File: src/rtl/ip_route_trie_lookup_top_macros.svh
// ---------------------------------------------------------------------------
// ip_route_trie_lookup_top_macros
// Assertion macros shared by the route trie lookup modules.
// ---------------------------------------------------------------------------
`ifndef IP_ROUTE_TRIE_LOOKUP_TOP_MACROS_SVH
`define IP_ROUTE_TRIE_LOOKUP_TOP_MACROS_SVH

// same-cycle implication
`define IPRT_ASSERT_IMP(lbl, ck, rn, ante, cons, msg) \
  lbl: assert property (@(posedge ck) disable iff (!rn) (ante) |-> (cons)) \
    else $error(msg);

// next-cycle implication
`define IPRT_ASSERT_NXT(lbl, ck, rn, ante, cons, msg) \
  lbl: assert property (@(posedge ck) disable iff (!rn) (ante) |=> (cons)) \
    else $error(msg);

`endif

File: src/rtl/iprt_pkg.sv
// ---------------------------------------------------------------------------
// iprt_pkg
// Shared constants and controller/datapath interface types.
// ---------------------------------------------------------------------------
package iprt_pkg;

  localparam int ADDR_BITS   = 32;
  localparam int PLEN_W      = 6;
  localparam int PORT_W      = 8;
  localparam int PORT_REC_W  = PORT_W + 1;  // valid + port
  localparam int IN_TDATA_W  = 48;
  localparam int OUT_TDATA_W = 16;

  localparam logic OP_INSERT = 1'b0;
  localparam logic OP_LOOKUP = 1'b1;

  typedef struct packed {
    logic load;
    logic lk_step;
    logic dry_step;
    logic dry_last;
    logic cnt_step;
    logic commit_start;
    logic commit_step;
    logic commit_last;
    logic exp_step;
    logic exp_wr;
    logic exp_fin;
    logic emit;
    logic emit_full;
  } cmd_t;

  typedef struct packed {
    logic in_op;
    logic lk_end;
    logic walk_more;
    logic broken;
    logic slot_zero;
    logic last_slot;
    logic pool_full;
    logic out_busy;
  } sts_t;

endpackage

File: src/rtl/iprt_ctrl.sv
// ---------------------------------------------------------------------------
// iprt_ctrl
// Sequencer for lookup, insert dry walk, pool check, commit and expansion.
// ---------------------------------------------------------------------------
`include "ip_route_trie_lookup_top_macros.svh"

module iprt_ctrl (
  input  logic           clk,
  input  logic           rst_n,
  input  logic           in_tvalid,
  output logic           in_tready,
  input  iprt_pkg::sts_t sts,
  output iprt_pkg::cmd_t cmd
);

  typedef enum logic [10:0] {
    ST_IDLE    = 11'b000_0000_0001,
    ST_LOOKUP  = 11'b000_0000_0010,
    ST_DRY     = 11'b000_0000_0100,
    ST_COUNT   = 11'b000_0000_1000,
    ST_CHECK   = 11'b000_0001_0000,
    ST_WALK    = 11'b000_0010_0000,
    ST_EXPAND  = 11'b000_0100_0000,
    ST_EXP_WR  = 11'b000_1000_0000,
    ST_EXP_FIN = 11'b001_0000_0000,
    ST_DONE    = 11'b010_0000_0000,
    ST_REFUSE  = 11'b100_0000_0000
  } state_t;

  state_t state_r, state_nxt;

  assign in_tready = (state_r == ST_IDLE);

  always_comb begin
    state_nxt = state_r;
    cmd       = '0;
    case (state_r)
      ST_IDLE: begin
        if (in_tvalid) begin
          cmd.load  = 1'b1;
          state_nxt = (sts.in_op == iprt_pkg::OP_LOOKUP) ? ST_LOOKUP : ST_DRY;
        end
      end
      ST_LOOKUP: begin
        cmd.lk_step = 1'b1;
        if (sts.lk_end) begin
          state_nxt = ST_DONE;
        end
      end
      ST_DRY: begin
        if (sts.walk_more) begin
          cmd.dry_step = 1'b1;
        end else begin
          cmd.dry_last = 1'b1;
          state_nxt    = sts.broken ? ST_CHECK : ST_COUNT;
        end
      end
      ST_COUNT: begin
        cmd.cnt_step = 1'b1;
        if (sts.last_slot) begin
          state_nxt = ST_CHECK;
        end
      end
      ST_CHECK: begin
        if (sts.pool_full) begin
          state_nxt = ST_REFUSE;
        end else begin
          cmd.commit_start = 1'b1;
          state_nxt        = ST_WALK;
        end
      end
      ST_WALK: begin
        if (sts.walk_more) begin
          cmd.commit_step = 1'b1;
        end else begin
          cmd.commit_last = 1'b1;
          state_nxt       = ST_EXPAND;
        end
      end
      ST_EXPAND: begin
        cmd.exp_step = 1'b1;
        if (!sts.slot_zero) begin
          state_nxt = ST_EXP_WR;
        end else if (sts.last_slot) begin
          state_nxt = ST_EXP_FIN;
        end
      end
      ST_EXP_WR: begin
        cmd.exp_wr = 1'b1;
        state_nxt  = sts.last_slot ? ST_EXP_FIN : ST_EXPAND;
      end
      ST_EXP_FIN: begin
        cmd.exp_fin = 1'b1;
        state_nxt   = ST_DONE;
      end
      ST_DONE: begin
        if (!sts.out_busy) begin
          cmd.emit  = 1'b1;
          state_nxt = ST_IDLE;
        end
      end
      ST_REFUSE: begin
        if (!sts.out_busy) begin
          cmd.emit_full = 1'b1;
          state_nxt     = ST_IDLE;
        end
      end
      default: begin
        state_nxt = ST_IDLE;
      end
    endcase
  end

  always_ff @(posedge clk) begin
    if (!rst_n) begin
      state_r <= ST_IDLE;
    end else begin
      state_r <= state_nxt;
    end
  end

  `IPRT_ASSERT_IMP(a_cmd_excl, clk, rst_n, 1'b1, $onehot0(cmd), "more than one datapath command")
  `IPRT_ASSERT_NXT(a_req_start, clk, rst_n, in_tvalid && in_tready, (state_r == ST_LOOKUP || state_r == ST_DRY), "request did not start a walk")

endmodule

File: config.mk
export PLATFORM = sky130hd
export DESIGN_NAME = iprt_ctrl
export DESIGN_NICKNAME = d
export VERILOG_FILES = /design/src/rtl/iprt_pkg.sv /design/src/rtl/iprt_ctrl.sv
export VERILOG_INCLUDE_DIRS = /design/src /design/src/rtl
export SDC_FILE = /design/constraint.sdc
export NUM_CORES = 1
export LEC_CHECK = 0
export ABC_AREA = 1
export BUFFER_PORTS_ARGS = -buffer_cell sky130_fd_sc_hd__buf_2
export CORE_UTILIZATION = 40
export CTS_BUF_LIST = sky130_fd_sc_hd__clkbuf_16
export DETAILED_ROUTE_END_ITERATION = 7
export PLACE_DENSITY = 0.71
export SLEW_MARGIN = 5
export SYNTH_ARGS = -nofsm -noshare
export SYNTH_HDL_FRONTEND = slang
export SYNTH_SLANG_ARGS = --single-unit
File: constraint.sdc
create_clock -name clk -period 1.7 [get_ports clk]
set_input_delay 0.255 -clock clk [delete_from_list [all_inputs] [get_ports clk]]
set_output_delay 0.255 -clock clk [all_outputs]
set_load 0.005 [all_outputs]
==> summary.log, run 1 <==
INFO  power          irDropWorstVdd=1.07mV
INFO  setup_path     critPathMaxFanout=7
INFO  logic_synthesis ys_seq_elements=11
INFO  setup_path     required_time_at_the_endpoint_of_the_critical_path=1.44ns
INFO  grt            grt_max_degree=11
INFO  floorplanning  design.portCount=25
INFO  detailed_routing ant_nets=0
INFO  placement      half_perimeter_wire_length_after_placement=1880µm
INFO  final_layout   n_antenna_cell=0
INFO  sta            final-hold-violation-count=0
INFO  detailed_routing routed_wl=2370µm
INFO  logic_synthesis synth_top_cell_by_area=sky130_fd_sc_hd__dfxtp_1
INFO  detailed_routing drt_first_iter_violations=27
INFO  logic_synthesis synthesis.yosys.warnings=0
INFO  logic_synthesis avgSynthCellArea=6.15µm²
INFO  logic_synthesis post_synth_num_cell_types=20
INFO  logic_synthesis area_of_the_mapped_netlist=960µm²
INFO  cts            clock_latency_reported_for_the_late_side_of_the_worst_skew_pair=0.24ns
INFO  power          power_switching=1.12mW
INFO  final_layout   fin_cells=217
INFO  final_layout   largest_reg_flops=11
INFO  grt            groute.usage.overall=0.203
INFO  setup_path     r2r-start=state_r[5]
INFO  setup_path     crit_path_max_incr_delay=0.33ns
INFO  sta            report.final.slew_viol_count=0
INFO  logic_synthesis synthesis.nets=167
INFO  cts            cts.root.buffer_cell=sky130_fd_sc_hd__clkbuf_16
INFO  setup_path     regToRegSetupSlack=0.1ns
INFO  final_layout   biggestRegsByFlops=state_r: 11 flops
INFO  setup_path     timing.critical_path.to_type=output pin
INFO  placement      pre_cts_ws=0.211ns
INFO  hold_path      hold_path.startpoint=sts[3]
INFO  placement      dpl-instance-area=1110µm²
INFO  status         outcome=finished clean
INFO  power          clock_power_share=0.187
INFO  placement      port_buffers=24
INFO  hold_path      whs_endpoint=state_r[7]
INFO  power          switching_share=0.484
INFO  detailed_routing first_pass_iters=4
INFO  setup_path     timing.setup.critical_path_class=reg2out
INFO  final_layout   layout.cell_area.non_filler=1240µm²
INFO  sta            setup_ws=0.0961ns
INFO  cts            clock_tree_from_tritoncts=done
INFO  cts            h_tree_levels=1
INFO  floorplanning  die_h=51.0µm
INFO  run            cap_viol_max_count=0
INFO  grt            grt_pass1_vias=944
INFO  final_layout   area_growth=29.6%
INFO  placement      placed_cells=208
INFO  logic_synthesis netlist_instances=156
INFO  sta            timing.clock.skew=0.000998ns
INFO  final_layout   nets=201
INFO  power          share_seq_of_total_power=0.173
INFO  power          comb_power_share=0.639
INFO  detailed_routing routedWlPerCell=10.9µm
INFO  final_layout   layout-drive-gt1-share=0.328
INFO  detailed_routing route.vias.total=1,043
INFO  cts            clockBufferDepth=2
INFO  detailed_routing drc=0
INFO  floorplanning  initial_utilization=0.430
INFO  hold_path      holdCritPathClass=in2reg
INFO  floorplanning  placementRows=17
INFO  detailed_routing vias_per_cell=4.81
INFO  placement      global_placement_routability_congestion=0.852
INFO  setup_path     cpMaxStageDelayCell=sky130_fd_sc_hd__dfxtp_1
INFO  sta            transition_at_the_pin_with_the_smallest_max_transition_slack=0.289ns
INFO  logic_synthesis post_synthesis_sequential_area_ratio=0.229
INFO  grt            first_pass_grt_wire_length=3960µm
INFO  power          power.leakage=0.705nW
INFO  setup_path     start_kind=flop
INFO  final_layout   max_flop_register=state_r
INFO  setup_path     crit_path_cell_trace=nor2_2 -> nand2_4 -> nor2_4 -> nand4_1 -> inv_1 -> buf_2
INFO  sta            tns=0ns
INFO  final_layout   fillcell_total=239
INFO  floorplanning  core_area=2230µm²
INFO  cts            tritoncts.num_buffers=3
INFO  hold_path      min_path_cells=2
INFO  cts            hold_buffers=0
INFO  floorplanning  die_width=51.0µm
INFO  power          p_per_area=1850nW/µm²
INFO  cts            clk_pin_slew=0.04ns
INFO  grt            antenna_found_initial=0
INFO  setup_path     worstReg2RegEnd=state_r[6]
INFO  sta            min_period_over_period=0.943
INFO  sta            timing.max_slew.rel_slack=0.807
INFO  sta            max_freq=623MHz
INFO  power          internal_power=1.19mW
INFO  sta            fin_crit=1.60ns
INFO  cts            clock_sink_count=11
INFO  setup_path     worst_r2r_path_depth=11
INFO  setup_path     worst-endpoint-arrival=1.35ns
INFO  floorplanning  design.die.area=2600µm²
INFO  logic_synthesis synth_top_area_share=0.229
INFO  grt            overflow=0
INFO  sta            final_setup_violation_count=0
INFO  logic_synthesis netlist_top_cells_area=sky130_fd_sc_hd__dfxtp_1 (23%), sky130_fd_sc_hd__nand2_1 (12%), sky130_fd_sc_hd__inv_1 (12%)
[synth_stat cells]
library cell	number
sky130_fd_sc_hd__nand2_4	4
sky130_fd_sc_hd__nand2_1	31
sky130_fd_sc_hd__nand4_1	1
sky130_fd_sc_hd__nor2_2	1
sky130_fd_sc_hd__nor2_1	29
sky130_fd_sc_hd__o22ai_1	1
sky130_fd_sc_hd__nor2_8	2
sky130_fd_sc_hd__nor3b_1	1
sky130_fd_sc_hd__dfxtp_1	11
sky130_fd_sc_hd__o21ai_0	2
sky130_fd_sc_hd__o21ai_1	3
sky130_fd_sc_hd__nand2_2	5
sky130_fd_sc_hd__inv_2	3
sky130_fd_sc_hd__a21oi_1	5
sky130_fd_sc_hd__nand3_1	14
sky130_fd_sc_hd__nand3_2	5
sky130_fd_sc_hd__nor2_4	4
sky130_fd_sc_hd__inv_1	30
sky130_fd_sc_hd__nor3_1	3
sky130_fd_sc_hd__nand3_4	1
[worst max path at each step]
stage / startpoint / to / slack [ns] / cells past startpoint
detailed placement: state_r[6] / state_r[0] / 0.21 / 10
floorplan: state_r[8] / state_r[0] / 0.35 / 10
finish: state_r[8] / cmd[3] / 0.1 / 6
global route: state_r[2] / cmd[3] / -0.004 / 6
global placement: state_r[5] / state_r[0] / 0.23 / 10
CTS: state_r[8] / cmd[7] / 0.06 / 6
[power groups by stage]
stage	Sequential (mW)	Clock, mW	Combinational (mW)
after floorplan	0.385	0	1.05
after detailed placement	0.403	0	1.31
after global placement	0.400	0	1.30
after global routing	0.408	0.440	1.64
after CTS	0.398	0.429	1.33
final	0.400	0.432	1.47
[per-layer routing]
metal  global-route usage  vias up  wire length, µm
met5                    0        -                0
li1                     -      547                -
met2                0.351       26             1190
met4               0.0648        0               22
met3               0.0417        4              109
met1                0.248      466             1050
[cell type report]
class                      count  area, µm²  share of cell area
multi-input combinational    112        628               0.505
clock buffer                   3       75.1              0.0604
tap                           28       35.0              0.0282
timing repair buffer          29        158               0.127
clock inverter                 1       3.75             0.00302
sequential                    11        220               0.177
inverter                      33        124              0.0996
[cells by family after synthesis]
kind of cell,share of synthesized area
simple gates,0.583
buf+inv,0.129
flops,0.229
compound gates,0.0587
[per-stage QoR]
stage          total power, mW  utilization  hold slack (ns)
2_1_floorplan             1.43            -            0.324
3_3_place_gp              1.70        0.499            0.437
3_5_place_dp              1.71        0.499            0.438
4_1_cts                   2.15        0.534            0.191
5_1_grt                   2.49        0.557            0.202
6_report                  2.31        0.557            0.194
[critical path: cells and delay by family (launching register included)]
family | cells | cell delay [ns]
and+or+nand+nor | 4 | 0.58
DFF | 1 | 0.33
buffers and inverters | 2 | 0.20
[layout by cell type (no fill, tap or decap), types with 6 or more instances in the layout]
master,synthesis,layout
sky130_fd_sc_hd__inv_1,30,31
sky130_fd_sc_hd__nand2_1,31,30
sky130_fd_sc_hd__nor2_1,29,25
sky130_fd_sc_hd__buf_2,0,24
sky130_fd_sc_hd__nand3_1,14,14
sky130_fd_sc_hd__dfxtp_1,11,11
sky130_fd_sc_hd__nand2_2,5,6
[repair_timing]
action | in CTS | in global routing
resized for setup | 0 | 5
endpoints found under the hold margin | 0 | 0
setup buffers | 0 | 5
endpoints found under the setup margin | 0 | 6
No activity file was read; power rests on OpenSTA's default activity.
==> run 2: changes to the inputs <==
==> constraint.sdc (replaced) <==
create_clock -name clk -period 1.91 [get_ports clk]
set_input_delay 0.0955 -clock clk [delete_from_list [all_inputs] [get_ports clk]]
set_output_delay 0.0955 -clock clk [all_outputs]
set_load 0.005 [all_outputs]
==> run 2 against run 1 <==
Effect of this change: first-iteration DRC count down 30%; worst setup slack gained 0.31 ns; combinational power shrank 19%; critical path type unchanged; register-to-register slack improved by 0.31 ns; clock skew up 0.0022 ns; critical path depth unchanged; worst hold slack worse by 0.15 ns; final cell count fell by 2.3%; flip-flop and latch count did not move; largest power group unchanged; highest routed layer unchanged; global-route usage fell by 0.73 points; largest cell class unchanged.
==> summary.log, run 2 (synthesized netlist as in run 1, its figures left out) <==
INFO  sta            final-hold-violation-count=0
INFO  sta            max_freq=666MHz
INFO  sta            setup_ws=0.408ns
INFO  setup_path     timing.critical_path.to_type=output pin
INFO  detailed_routing routed_wl=2310µm
INFO  hold_path      min_path_cells=2
INFO  placement      placed_cells=208
INFO  placement      port_buffers=24
INFO  grt            grt_max_degree=11
INFO  final_layout   fillcell_total=243
INFO  cts            tritoncts.num_buffers=3
INFO  setup_path     required_time_at_the_endpoint_of_the_critical_path=1.81ns
INFO  detailed_routing route.vias.total=1,032
INFO  power          power.leakage=0.685nW
INFO  cts            clock_sink_count=11
INFO  grt            first_pass_grt_wire_length=3840µm
INFO  sta            final_setup_violation_count=0
INFO  grt            overflow=0
INFO  power          report.power.total=1.92mW
INFO  placement      half_perimeter_wire_length_after_placement=1890µm
INFO  placement      global_placement_routability_congestion=0.849
INFO  grt            groute.usage.overall=0.196
INFO  final_layout   postLayoutCoreUtil=0.534
INFO  cts            hold_buffers=0
INFO  setup_path     r2r-start=state_r[1]
INFO  status         outcome=finished clean
INFO  final_layout   layout.cell_area.non_filler=1190µm²
INFO  run            cap_viol_max_count=0
INFO  sta            min_period_over_period=0.787
INFO  cts            clockBufferDepth=2
INFO  detailed_routing vias_per_cell=4.87
INFO  detailed_routing routedWlPerCell=10.9µm
INFO  final_layout   max_flop_register=state_r
INFO  final_layout   layout-drive-gt1-share=0.283
INFO  setup_path     worst_r2r_path_depth=10
INFO  detailed_routing first_pass_iters=4
INFO  final_layout   fin_cells=212
INFO  floorplanning  design.die.area=2600µm²
INFO  sta            timing.max_slew.rel_slack=0.719
INFO  sta            report.final.slew_viol_count=0
INFO  floorplanning  design.portCount=25
INFO  setup_path     regToRegSetupSlack=0.41ns
INFO  hold_path      holdCritPathClass=in2reg
INFO  detailed_routing ant_nets=0
INFO  setup_path     start_kind=flop
INFO  final_layout   biggestRegsByFlops=state_r: 11 flops
INFO  final_layout   nets=196
INFO  power          p_per_area=1610nW/µm²
INFO  cts            cts-resized-gates=0
INFO  placement      pre_cts_ws=0.422ns
INFO  floorplanning  die_h=51.0µm
INFO  sta            transition_at_the_pin_with_the_smallest_max_transition_slack=0.421ns
INFO  setup_path     worstReg2RegEnd=state_r[0]
INFO  cts            clock_tree_from_tritoncts=done
INFO  cts            post-cts-setup-buffer-count=0
INFO  cts            clock_latency_reported_for_the_late_side_of_the_worst_skew_pair=0.24ns
INFO  grt            antenna_found_initial=0
INFO  sta            final.hold.worst_slack=0.0396ns
INFO  sta            fin_crit=1.50ns
INFO  floorplanning  die_width=51.0µm
INFO  hold_path      hold_path.startpoint=sts[3]
INFO  setup_path     critPathMaxFanout=7
INFO  final_layout   area_growth=24.4%
INFO  detailed_routing drt_first_iter_violations=19
INFO  final_layout   largest_reg_flops=11
INFO  sta            setup_repair_after_global_routing_missed_its_margin=false
INFO  final_layout   n_antenna_cell=0
INFO  floorplanning  placementRows=17
INFO  sta            timing.clock.skew=0.00322ns
INFO  setup_path     worst-endpoint-arrival=1.41ns
INFO  final_layout   final_cell_mix=sky130_fd_sc_hd__nand2_1 (31), sky130_fd_sc_hd__inv_1 (31), sky130_fd_sc_hd__nor2_1 (29)
INFO  floorplanning  initial_utilization=0.430
INFO  cts            h_tree_levels=1
INFO  sta            tns=0ns
INFO  setup_path     timing.setup.critical_path_class=reg2out
INFO  grt            grt_pass1_vias=969
INFO  power          irDropWorstVdd=0.829mV
INFO  hold_path      whs_endpoint=state_r[7]
INFO  detailed_routing drc=0
INFO  floorplanning  core_area=2230µm²
INFO  placement      dpl-instance-area=1110µm²
INFO  cts            clk_pin_slew=0.04ns
INFO  cts            cts.root.buffer_cell=sky130_fd_sc_hd__clkbuf_16
-- run 2: cell types whose count changed in the layout (fill, tap and decap cells not counted) --
cell,before,now
sky130_fd_sc_hd__buf_4,5,0
sky130_fd_sc_hd__nor2_1,25,29
sky130_fd_sc_hd__nor2_2,5,1
sky130_fd_sc_hd__nand2_1,30,31
sky130_fd_sc_hd__nand2_2,6,5
-- run 2: layer usage --
layer	GRT usage	part of all wire	vias to the layer above	wire length (µm)
met1	0.211	0.44	464	1010
met5	0	0	-	0
li1	-	-	533	-
met3	0.0327	0.038	8	88
met4	0.0880	0.024	0	56
met2	0.366	0.50	27	1160
-- run 2: worst max-delay path by stage --
stage                      end  slack [ns]       start
floorplan           state_r[0]        0.56  state_r[8]
global placement    state_r[0]        0.45  state_r[5]
detailed placement  state_r[0]        0.42  state_r[6]
CTS                 state_r[1]        0.41  state_r[6]
global route        state_r[0]        0.25  state_r[6]
finish                  cmd[7]        0.41  state_r[8]
-- run 2: area by class of cell --
class | instances | area [µm²] | area share
clock buffer | 3 | 75.1 | 0.0629
timing repair buffer | 24 | 120 | 0.101
tap | 28 | 35.0 | 0.0294
sequential | 11 | 220 | 0.184
clock inverter | 1 | 3.75 | 0.00314
inverter | 33 | 124 | 0.104
multi-input combinational | 112 | 616 | 0.516
-- run 2: power by group --
part           internal, mW  switching (mW)  total, mW
Clock                 0.275           0.103      0.377
Sequential            0.290          0.0640      0.354
Combinational         0.397           0.789       1.19
Total                 0.962           0.955       1.92
-- run 2: worst max-delay path, stage by stage (launching register included) --
cell                      delay (ns)
sky130_fd_sc_hd__dfxtp_1        0.33
sky130_fd_sc_hd__nor2_2         0.16
sky130_fd_sc_hd__nand2_4        0.11
sky130_fd_sc_hd__nor2_4         0.20
sky130_fd_sc_hd__nand2_1        0.08
sky130_fd_sc_hd__nor2_1         0.15
sky130_fd_sc_hd__buf_2          0.14
